File: src/design/llsf_pkg.sv
// Package for the least-squares line fit block.
// Holds the request/result types, controller commands and the product plan.
// No dependencies.
package llsf_pkg;

  // Fixed field width, product count and saturation limits
  localparam int unsigned PU_W        = 11;
  localparam int unsigned PROD_COUNT  = 6;
  localparam logic [32:0] SAT_POS     = 33'h0_7FFF_FFFF;
  localparam logic [32:0] SAT_NEG_MAG = 33'h0_8000_0000;

  typedef struct packed {
    logic signed [15:0] x_value;
    logic signed [15:0] y_value;
    logic               last_point;
  } point_t;

  typedef struct packed {
    logic signed [31:0] slope;
    logic signed [31:0] intercept;
    logic               degenerate;
    logic [PU_W-1:0]    points_used;
    logic               overflowed;
  } result_t;

  // Datapath commands issued by the controller
  typedef enum logic [3:0] {
    CMD_NONE,
    CMD_MUL_LOAD,
    CMD_MUL_STEP,
    CMD_SAVE_A,
    CMD_SAVE_DIFF,
    CMD_DIV_LOAD,
    CMD_DIV_STEP,
    CMD_DIV_SAVE,
    CMD_EMIT
  } cmd_e;

  // Multiplier operand sources
  typedef enum logic [2:0] {
    OPD_N,
    OPD_SX,
    OPD_SY,
    OPD_SXX,
    OPD_SXY
  } opnd_e;

  // Difference registers: denominator, slope and intercept numerators
  typedef enum logic [1:0] {
    SLOT_DEN,
    SLOT_SNUM,
    SLOT_INUM
  } slot_e;

  typedef enum logic {
    QUOT_SLOPE,
    QUOT_ICEPT
  } quot_e;

  typedef struct packed {
    logic  accept;
    cmd_e  cmd;
    opnd_e opa;
    opnd_e opb;
    slot_e slot;
    quot_e quot_sel;
  } dp_cmd_t;

  typedef struct packed {
    opnd_e opa;
    opnd_e opb;
    slot_e slot;
  } plan_t;

  // Product schedule: each pair of products forms one difference
  function automatic plan_t prod_plan(logic [2:0] idx);
    plan_t p;
    case (idx)
      3'd0:    p = '{opa: OPD_N,  opb: OPD_SXX, slot: SLOT_DEN};
      3'd1:    p = '{opa: OPD_SX, opb: OPD_SX,  slot: SLOT_DEN};
      3'd2:    p = '{opa: OPD_N,  opb: OPD_SXY, slot: SLOT_SNUM};
      3'd3:    p = '{opa: OPD_SX, opb: OPD_SY,  slot: SLOT_SNUM};
      3'd4:    p = '{opa: OPD_SY, opb: OPD_SXX, slot: SLOT_INUM};
      3'd5:    p = '{opa: OPD_SX, opb: OPD_SXY, slot: SLOT_INUM};
      default: p = '{opa: OPD_N,  opb: OPD_N,   slot: SLOT_DEN};
    endcase
    return p;
  endfunction

endpackage

File: src/design/linear_least_squares_fit_top.sv
// Least-squares line fit: one point per request, slope/intercept on the last one.
// A point that is not last leaves busy low; a last point raises busy while the bit-serial
// multiplier and divider work, and degenerate sets skip the divider.
// done_o pulses in the first cycle busy is low.
// Reset (rst_ni low, async) clears the sums, the count, the drop flag and the controller.
module linear_least_squares_fit_top #(
  parameter int unsigned MAX_POINTS = 1024
) (
  input  logic              clk_i,
  input  logic              rst_ni,
  input  logic              start,
  output logic              busy,
  input  llsf_pkg::point_t  point_i,
  output logic              done_o,
  output llsf_pkg::result_t result_o
);

  llsf_pkg::dp_cmd_t cmd;
  logic              degenerate;

  // Sequence the fit
  llsf_ctrl #(
    .MAX_POINTS(MAX_POINTS)
  ) u_ctrl (
    .clk_i       (clk_i),
    .rst_ni      (rst_ni),
    .start_i     (start),
    .last_i      (point_i.last_point),
    .degenerate_i(degenerate),
    .busy_o      (busy),
    .cmd_o       (cmd)
  );

  // Accumulate and compute
  llsf_dp #(
    .MAX_POINTS(MAX_POINTS)
  ) u_dp (
    .clk_i       (clk_i),
    .rst_ni      (rst_ni),
    .cmd_i       (cmd),
    .point_i     (point_i),
    .degenerate_o(degenerate),
    .done_o      (done_o),
    .result_o    (result_o)
  );

endmodule

File: src/design/llsf_ctrl.sv
// Controller for the least-squares line fit block.
// Sequences accumulation, six shift-add products and, unless the set is degenerate, two restoring divisions.
// Depends on llsf_pkg.
module llsf_ctrl #(
  parameter int unsigned MAX_POINTS = 1024
) (
  input  logic              clk_i,
  input  logic              rst_ni,
  input  logic              start_i,
  input  logic              last_i,
  input  logic              degenerate_i,
  output logic              busy_o,
  output llsf_pkg::dp_cmd_t cmd_o
);

  localparam int unsigned LG   = $clog2(MAX_POINTS);
  localparam int unsigned MW   = 31 + LG;
  localparam int unsigned NW   = 2 * MW + 17;
  localparam int unsigned CNTW = $clog2(NW);

  typedef enum logic [3:0] {
    S_IDLE,
    S_DRAIN,
    S_MLOAD,
    S_MSTEP,
    S_MSAVE,
    S_DCHK,
    S_DLOAD,
    S_DSTEP,
    S_DSAVE,
    S_EMIT
  } state_e;

  state_e                state_q;
  logic [2:0]            pi_q;
  logic [CNTW-1:0]       cnt_q;
  llsf_pkg::quot_e       qsel_q;
  llsf_pkg::plan_t       plan;

  assign plan   = llsf_pkg::prod_plan(pi_q);
  assign busy_o = (state_q != S_IDLE);

  // Decode datapath command from state
  always_comb begin
    cmd_o          = '0;
    cmd_o.cmd      = llsf_pkg::CMD_NONE;
    cmd_o.opa      = plan.opa;
    cmd_o.opb      = plan.opb;
    cmd_o.slot     = plan.slot;
    cmd_o.quot_sel = qsel_q;
    case (state_q)
      S_IDLE:  cmd_o.accept = start_i;
      S_MLOAD: cmd_o.cmd = llsf_pkg::CMD_MUL_LOAD;
      S_MSTEP: cmd_o.cmd = llsf_pkg::CMD_MUL_STEP;
      S_MSAVE: cmd_o.cmd = pi_q[0] ? llsf_pkg::CMD_SAVE_DIFF : llsf_pkg::CMD_SAVE_A;
      S_DLOAD: cmd_o.cmd = llsf_pkg::CMD_DIV_LOAD;
      S_DSTEP: cmd_o.cmd = llsf_pkg::CMD_DIV_STEP;
      S_DSAVE: cmd_o.cmd = llsf_pkg::CMD_DIV_SAVE;
      S_EMIT:  cmd_o.cmd = llsf_pkg::CMD_EMIT;
      default: cmd_o.cmd = llsf_pkg::CMD_NONE;
    endcase
  end

  // Hold state, product index, step count and quotient select
  always_ff @(posedge clk_i or negedge rst_ni) begin
    if (!rst_ni) begin
      state_q <= S_IDLE;
      pi_q    <= '0;
      cnt_q   <= '0;
      qsel_q  <= llsf_pkg::QUOT_SLOPE;
    end else begin
      case (state_q)
        S_IDLE: begin
          if (start_i && last_i) begin
            state_q <= S_DRAIN;
          end
        end
        S_DRAIN: begin
          pi_q    <= '0;
          state_q <= S_MLOAD;
        end
        S_MLOAD: begin
          cnt_q   <= '0;
          state_q <= S_MSTEP;
        end
        S_MSTEP: begin
          cnt_q <= cnt_q + 1'b1;
          if (cnt_q == CNTW'(MW - 1)) begin
            state_q <= S_MSAVE;
          end
        end
        S_MSAVE: begin
          pi_q <= pi_q + 1'b1;
          if (pi_q == 3'(llsf_pkg::PROD_COUNT - 1)) begin
            state_q <= S_DCHK;
          end else begin
            state_q <= S_MLOAD;
          end
        end
        S_DCHK: begin
          qsel_q  <= llsf_pkg::QUOT_SLOPE;
          state_q <= degenerate_i ? S_EMIT : S_DLOAD;
        end
        S_DLOAD: begin
          cnt_q   <= '0;
          state_q <= S_DSTEP;
        end
        S_DSTEP: begin
          cnt_q <= cnt_q + 1'b1;
          if (cnt_q == CNTW'(NW - 1)) begin
            state_q <= S_DSAVE;
          end
        end
        S_DSAVE: begin
          if (qsel_q == llsf_pkg::QUOT_SLOPE) begin
            qsel_q  <= llsf_pkg::QUOT_ICEPT;
            state_q <= S_DLOAD;
          end else begin
            state_q <= S_EMIT;
          end
        end
        S_EMIT: begin
          state_q <= S_IDLE;
        end
        default: begin
          state_q <= S_IDLE;
        end
      endcase
    end
  end

endmodule

File: src/design/llsf_dp.sv
// Datapath for the least-squares line fit block.
// Running sums, a shared shift-add multiplier, a restoring divider, result register.
// Depends on llsf_pkg.
module llsf_dp #(
  parameter int unsigned MAX_POINTS = 1024
) (
  input  logic              clk_i,
  input  logic              rst_ni,
  input  llsf_pkg::dp_cmd_t cmd_i,
  input  llsf_pkg::point_t  point_i,
  output logic              degenerate_o,
  output logic              done_o,
  output llsf_pkg::result_t result_o
);

  localparam int unsigned LG  = $clog2(MAX_POINTS);
  localparam int unsigned CW  = $clog2(MAX_POINTS + 1);
  localparam int unsigned SXW = 16 + LG;
  localparam int unsigned SQW = 32 + LG;
  localparam int unsigned MW  = SQW - 1;
  localparam int unsigned PW  = 2 * MW;
  localparam int unsigned SW  = PW + 2;
  localparam int unsigned NW  = SW - 1 + 16;
  localparam int unsigned RW  = SW;
  localparam int unsigned PU  = llsf_pkg::PU_W;

  // Accumulation: input stage and running sums
  logic [CW-1:0]         count_q;
  logic                  drop_q;
  logic                  st_vld_q;
  logic signed [15:0]    x_q, y_q;
  logic signed [31:0]    xx_q, xy_q;
  logic signed [31:0]    xx_d, xy_d;
  logic signed [SXW-1:0] sx_q, sy_q;
  logic signed [SQW-1:0] sxx_q, sxy_q;
  logic                  room;
  logic                  emit;
  logic [CW+PU-1:0]      count_ext;

  assign room = (count_q < CW'(MAX_POINTS));
  assign emit = (cmd_i.cmd == llsf_pkg::CMD_EMIT);
  assign xx_d = point_i.x_value * point_i.x_value;
  assign xy_d = point_i.x_value * point_i.y_value;

  // Count the point or mark it dropped; clear at set end
  always_ff @(posedge clk_i or negedge rst_ni) begin
    if (!rst_ni) begin
      count_q  <= '0;
      drop_q   <= 1'b0;
      st_vld_q <= 1'b0;
    end else begin
      st_vld_q <= cmd_i.accept && room;
      if (emit) begin
        count_q <= '0;
        drop_q  <= 1'b0;
      end else if (cmd_i.accept) begin
        if (room) begin
          count_q <= count_q + 1'b1;
        end else begin
          drop_q <= 1'b1;
        end
      end
    end
  end

  // Register the point and its products
  always_ff @(posedge clk_i) begin
    if (cmd_i.accept) begin
      x_q  <= point_i.x_value;
      y_q  <= point_i.y_value;
      xx_q <= xx_d;
      xy_q <= xy_d;
    end
  end

  // Add the staged point into the sums
  always_ff @(posedge clk_i or negedge rst_ni) begin
    if (!rst_ni) begin
      sx_q  <= '0;
      sy_q  <= '0;
      sxx_q <= '0;
      sxy_q <= '0;
    end else if (emit) begin
      sx_q  <= '0;
      sy_q  <= '0;
      sxx_q <= '0;
      sxy_q <= '0;
    end else if (st_vld_q) begin
      sx_q  <= sx_q + {{LG{x_q[15]}}, x_q};
      sy_q  <= sy_q + {{LG{y_q[15]}}, y_q};
      sxx_q <= sxx_q + {{LG{xx_q[31]}}, xx_q};
      sxy_q <= sxy_q + {{LG{xy_q[31]}}, xy_q};
    end
  end

  // Operand select and sign/magnitude split
  logic signed [SQW-1:0] opa_v, opb_v, opa_n, opb_n;
  logic [MW-1:0]         opa_mag, opb_mag;

  always_comb begin
    case (cmd_i.opa)
      llsf_pkg::OPD_N:   opa_v = {{(SQW-CW){1'b0}}, count_q};
      llsf_pkg::OPD_SX:  opa_v = {{(SQW-SXW){sx_q[SXW-1]}}, sx_q};
      llsf_pkg::OPD_SY:  opa_v = {{(SQW-SXW){sy_q[SXW-1]}}, sy_q};
      llsf_pkg::OPD_SXX: opa_v = sxx_q;
      llsf_pkg::OPD_SXY: opa_v = sxy_q;
      default:           opa_v = '0;
    endcase
    case (cmd_i.opb)
      llsf_pkg::OPD_N:   opb_v = {{(SQW-CW){1'b0}}, count_q};
      llsf_pkg::OPD_SX:  opb_v = {{(SQW-SXW){sx_q[SXW-1]}}, sx_q};
      llsf_pkg::OPD_SY:  opb_v = {{(SQW-SXW){sy_q[SXW-1]}}, sy_q};
      llsf_pkg::OPD_SXX: opb_v = sxx_q;
      llsf_pkg::OPD_SXY: opb_v = sxy_q;
      default:           opb_v = '0;
    endcase
  end

  assign opa_n   = -opa_v;
  assign opb_n   = -opb_v;
  assign opa_mag = opa_v[SQW-1] ? opa_n[MW-1:0] : opa_v[MW-1:0];
  assign opb_mag = opb_v[SQW-1] ? opb_n[MW-1:0] : opb_v[MW-1:0];

  // Shift-add multiplier, one multiplier bit per step
  logic [MW-1:0]        mul_a_q;
  logic [PW-1:0]        mul_p_q;
  logic                 mul_neg_q;
  logic [MW:0]          mul_hi;
  logic signed [SW-1:0] prod_s, prod_v;

  assign mul_hi = {1'b0, mul_p_q[PW-1:MW]} + (mul_p_q[0] ? {1'b0, mul_a_q} : '0);
  assign prod_s = {2'b00, mul_p_q};
  assign prod_v = mul_neg_q ? -prod_s : prod_s;

  always_ff @(posedge clk_i) begin
    if (cmd_i.cmd == llsf_pkg::CMD_MUL_LOAD) begin
      mul_a_q   <= opa_mag;
      mul_p_q   <= {{MW{1'b0}}, opb_mag};
      mul_neg_q <= opa_v[SQW-1] ^ opb_v[SQW-1];
    end else if (cmd_i.cmd == llsf_pkg::CMD_MUL_STEP) begin
      mul_p_q <= {mul_hi, mul_p_q[MW-1:1]};
    end
  end

  // Hold first product of a pair, then store the difference
  logic signed [SW-1:0] pa_q, den_q, snum_q, inum_q, diff;

  assign diff = pa_q - prod_v;

  always_ff @(posedge clk_i) begin
    if (cmd_i.cmd == llsf_pkg::CMD_SAVE_A) begin
      pa_q <= prod_v;
    end
    if (cmd_i.cmd == llsf_pkg::CMD_SAVE_DIFF) begin
      case (cmd_i.slot)
        llsf_pkg::SLOT_DEN:  den_q  <= diff;
        llsf_pkg::SLOT_SNUM: snum_q <= diff;
        llsf_pkg::SLOT_INUM: inum_q <= diff;
        default:             pa_q   <= diff;
      endcase
    end
  end

  assign degenerate_o = den_q[SW-1] | (den_q == '0);

  // Restoring divider on magnitudes, one quotient bit per step
  logic signed [SW-1:0] num_v, num_n;
  logic [SW-2:0]        num_mag;
  logic [NW-1:0]        dvd_q;
  logic [RW-2:0]        rem_q;
  logic [RW-1:0]        rsh, den_ext, rdiff;
  logic                 ge;
  logic [32:0]          q_q;
  logic                 sticky_q;
  logic                 div_neg_q;
  logic [32:0]          limit, q_sat, q_sat_n;
  logic [31:0]          q_res;

  assign num_v   = (cmd_i.quot_sel == llsf_pkg::QUOT_ICEPT) ? inum_q : snum_q;
  assign num_n   = -num_v;
  assign num_mag = num_v[SW-1] ? num_n[SW-2:0] : num_v[SW-2:0];
  assign rsh     = {rem_q, dvd_q[NW-1]};
  assign den_ext = {1'b0, den_q[SW-2:0]};
  assign ge      = (rsh >= den_ext);
  assign rdiff   = rsh - den_ext;
  assign limit   = div_neg_q ? llsf_pkg::SAT_NEG_MAG : llsf_pkg::SAT_POS;
  assign q_sat   = (sticky_q || (q_q > limit)) ? limit : q_q;
  assign q_sat_n = -q_sat;
  assign q_res   = div_neg_q ? q_sat_n[31:0] : q_sat[31:0];

  always_ff @(posedge clk_i) begin
    if (cmd_i.cmd == llsf_pkg::CMD_DIV_LOAD) begin
      if (cmd_i.quot_sel == llsf_pkg::QUOT_ICEPT) begin
        dvd_q <= {8'h00, num_mag, 8'h00};
      end else begin
        dvd_q <= {num_mag, 16'h0000};
      end
      rem_q     <= '0;
      q_q       <= '0;
      sticky_q  <= 1'b0;
      div_neg_q <= num_v[SW-1];
    end else if (cmd_i.cmd == llsf_pkg::CMD_DIV_STEP) begin
      dvd_q    <= {dvd_q[NW-2:0], 1'b0};
      rem_q    <= ge ? rdiff[RW-2:0] : rsh[RW-2:0];
      q_q      <= {q_q[31:0], ge};
      sticky_q <= sticky_q | q_q[32];
    end
  end

  // Keep the saturated quotients
  logic signed [31:0] slope_q, icept_q;

  always_ff @(posedge clk_i) begin
    if (cmd_i.cmd == llsf_pkg::CMD_DIV_SAVE) begin
      if (cmd_i.quot_sel == llsf_pkg::QUOT_ICEPT) begin
        icept_q <= q_res;
      end else begin
        slope_q <= q_res;
      end
    end
  end

  // Load the result register and pulse the strobe
  logic              done_q;
  llsf_pkg::result_t result_q;

  assign count_ext = {{PU{1'b0}}, count_q};

  always_ff @(posedge clk_i or negedge rst_ni) begin
    if (!rst_ni) begin
      done_q <= 1'b0;
    end else begin
      done_q <= emit;
    end
  end

  always_ff @(posedge clk_i) begin
    if (emit) begin
      result_q.slope       <= degenerate_o ? '0 : slope_q;
      result_q.intercept   <= degenerate_o ? '0 : icept_q;
      result_q.degenerate  <= degenerate_o;
      result_q.points_used <= count_ext[PU-1:0];
      result_q.overflowed  <= drop_q;
    end
  end

  assign done_o   = done_q;
  assign result_o = result_q;

endmodule

File: config.mk
export PLATFORM = sky130hd
export DESIGN_NAME = linear_least_squares_fit_top
export DESIGN_NICKNAME = d
export VERILOG_FILES = /design/src/design/llsf_pkg.sv /design/src/design/linear_least_squares_fit_top.sv /design/src/design/llsf_ctrl.sv /design/src/design/llsf_dp.sv
export SDC_FILE = /design/constraint.sdc
export NUM_CORES = 2
export LEC_CHECK = 0
export BUFFER_PORTS_ARGS = -buffer_cell sky130_fd_sc_hd__buf_2
export CAP_MARGIN = 30
export CELL_PAD_IN_SITES_DETAIL_PLACEMENT = 0
export CELL_PAD_IN_SITES_GLOBAL_PLACEMENT = 1
export CORE_UTILIZATION = 51
export DETAILED_ROUTE_END_ITERATION = 8
export PLACE_DENSITY_LB_ADDON = 0.25
export RECOVER_POWER = 100
export SKIP_CTS_REPAIR_TIMING = 1
export SKIP_LAST_GASP = 1
export SLEW_MARGIN = 20
export SYNTH_ARGS = -nofsm -noshare
export SYNTH_HDL_FRONTEND = slang
export SYNTH_SLANG_ARGS = --single-unit
File: constraint.sdc
create_clock -name clk_i -period 11.6 [get_ports clk_i]
set_input_delay 2.9 -clock clk_i [delete_from_list [all_inputs] [get_ports clk_i]]
set_output_delay 2.9 -clock clk_i [all_outputs]
set_load 0.01 [all_outputs]
==> flow_summary.toml <==
[drt]
drt-wirelength-per-cell_um = 20.9
drc = 0
drt-total-wl_um = 244000
dr.pass1.iters = 8
drt-initial-drc-count = 5383
ant_nets = 0
route.vias.total = 68300
viasPerCell = 5.84

[clocking]
tritoncts = "done"
h-tree-depth = 3
cts_root_buf = "clkbuf_16"
clkTransAtPathRegs_ns = 0.06
clock_path_buffers = 3
clock_sinks = 1069
cts_buffers = 118
clk_latency_ns = 0.77

[status]
violations = "max-capacitance violations, max-slew violations"
outcome = "finished with violations"

[timing]
hold_ws_ns = 0.461
fin_worst_skew_ns = 0.0348
fin_crit_sh = 0.885
setup_tns_ns = 0
maxSlewHeadroom = -1.64
rsz0062_at_grt = "false"
finalMaxSlewViolations = 2035
tightest_slew_ns = 3.96
min_period_ns = 10.27
clock.fmax_ghz = 0.0974
setup_violations = 0
hold_viol = 0

[grt]
first_global_vias = 67600
overflow = 0
antenna_found_initial = 0
grt_max_degree = 112
grt_pass1_wl_um = 384000
track_usage = 0.285

[finish]
multi_input_area_um2 = 52700
layout_commonest_cell = "nand2_1"
stdcell_count = 11700
drive_gt1_frac = 0.0364
layout.cells.most_common_list = "nand2_1, inv_1, nor2_1"
n_antenna_cell = 0
fillers = 15200
regArea_um2 = 28900
layout.nets = 10500
postLayoutCellArea_um2 = 92800
area.growth.synth_to_final_pct = 7.31

[pwr]
p_seq_frac = 0.255
vdd_drop_max_mv = 0.409
p_per_area_nw_per_um2 = 192
p_switching_uw = 6990
power.clock.fraction = 0.222
p_leak_uw = 0.0411
p_comb_frac = 0.523
internal_power_uw = 10900
p_sw_frac = 0.392

[worst_setup_path]
critPathKind = "input pin to flop"
end_kind = "flop"
rr_worst_depth = 15
critPathLaunchType = "input pin"
cp.arrival_ns = 10.78
cp_max_fo = 35
cp.required_ns = 12.11

[floorplan]
start_util = 0.515
die-area_um2 = 171000
die_h_um = 414
core_um2 = 168000
placementRows = 150
io_pins = 115
die_x_um = 414

[placed_design]
gp_congestion = 0.978
dp_hpwl_um = 187000
dp.cells = 11500
dpl_cell_area_um2 = 89100
portBuffers = 114

[yosys]
synth_cells = 9503
synth_flop_cell = "edfxtp_1"
synth_cell_types = 97
synth_top_area_share = 0.230
synth-seq-area-share = 0.334
syn_area_um2 = 86500
synthArstFlopShare = 0.154
synth_warnings = 0
synthTopCellsByArea = "edfxtp_1, fa_1, ha_1"
ys_ff_latch = 1069
avgSynthCellArea_um2 = 9.10
synth.net_count = 10600
synth_edf_count = 662
yosys.area.top_type = "edfxtp_1"

[min_path]
worstHoldPathCells = 2
min_path_type = "flop to flop"

[run]
maxCapViolCount = 43
[critical path, cell delays in order]
cell and delay, ns:
clkbuf_1 1.52, nand2_1 0.37, fa_1 0.60, fa_1 0.48, inv_1 0.07, ha_1 0.14
inv_1 0.05, fa_1 0.55, fa_1 0.45, fa_1 0.55, inv_1 0.04, ha_1 0.33
o21a_1 0.13, o2111a_1 0.24, a221oi_1 0.58, a311oi_1 0.18, o31ai_1 0.31, a21boi_0 0.19
o211a_1 0.27, o21a_1 0.18, o21a_1 0.18, a21bo_2 0.20, a21oi_1 0.17, xnor2_1 0.08
[sequential cells by signal, indices dropped and copies added (netlist names), 32 cells and up]
register	cells
u_dp.snum_q	84
u_dp.pa_q	84
u_dp.sxx_q	42
u_dp.q_q	33
u_dp.den_q	84
u_dp.rem_q	83
u_dp.xy_q	32
u_dp.inum_q	84
u_dp.slope_q	32
u_dp.mul_p_q	82
u_dp.sxy_q	42
u_dp.mul_a_q	41
u_dp.result_o	77
u_dp.icept_q	32
u_dp.dvd_q	91
[worst paths after layout]
check | start | endpoint | slack, ns
worst min register to register | u_dp.rem_q[22] | u_dp.rem_q[22] | 0.46
max in group asynchronous | rst_ni | u_dp.st_vld_q | 2.92
worst min-delay path | u_dp.rem_q[22] | u_dp.rem_q[22] | 0.46
min in group asynchronous | rst_ni | u_dp.done_o | 3.51
worst max register to register | u_dp.div_neg_q | u_dp.slope_q[26] | 2.09
worst max-delay path | point_i[23] | u_dp.xx_q[30] | 1.33
[metrics by stage]
step | setup slack, ns | power (µW) | utilization
6_report | 1.33 | 17900 | 0.553
5_1_grt | 0.944 | 19400 | 0.553
4_1_cts | 2.30 | 18000 | 0.555
3_5_place_dp | 1.49 | 14000 | 0.531
3_3_place_gp | 1.56 | 13900 | 0.530
2_1_floorplan | 1.04 | 11900 | -
[area by class of cell]
cell class                      count  share of cell area
Clock buffer                      149              0.0354
Clock inverter                     74             0.00871
Inverter                          907              0.0367
Multi-Input combinational cell   7094               0.568
Sequential cell                  1069               0.311
Tap cell                         2204              0.0297
Timing Repair Buffer              205              0.0106
[kinds of logic (layout without fill, tap and decap cells)]
group / after synthesis / count (layout) / synth area share
adders and majority gates: 1060 / 1060 / 0.197
DFF: 1069 / 1069 / 0.334
xor gates and xnor gates: 657 / 657 / 0.0666
AOI/OAI and AO/OA: 2344 / 2344 / 0.168
muxes: 169 / 169 / 0.0197
and+or+nand+nor: 2864 / 2864 / 0.156
buffers and inverters: 1340 / 1335 / 0.0583
[cell usage after synthesis, drive strengths merged, types with 65 or more instances]
library cell,count
xor2,326
o21bai,65
xnor2,331
a21o,233
edfxtp,662
nor4,65
a31oi,77
a21oi,696
ha,555
nand3,145
o31ai,81
nand2,1020
o21ai,665
fa,505
nand4,90
clkbuf,389
nor2,708
dfxtp,242
dfrtp,165
nand2b,84
o21a,69
inv,905
mux2i,158
nor3,150
and2,302
[power by group through the flow]
stage	combinational [µW]	clock (µW)	sequential, µW
3_3_place_gp	9240	0	4630
2_1_floorplan	7240	0	4630
5_1_grt	10700	4180	4540
3_5_place_dp	9410	0	4630
6_report	9340	3970	4550
4_1_cts	9460	4050	4540
[per-layer routing]
layer / vias up / global-route usage / share of wire
li1: 32900 / - / -
met1: 33300 / 0.365 / 0.43
met2: 1728 / 0.484 / 0.48
met5: - / 0 / 0
met4: 0 / 0.128 / 0.048
met3: 417 / 0.0308 / 0.046
Power figures use the tool's default switching activity.
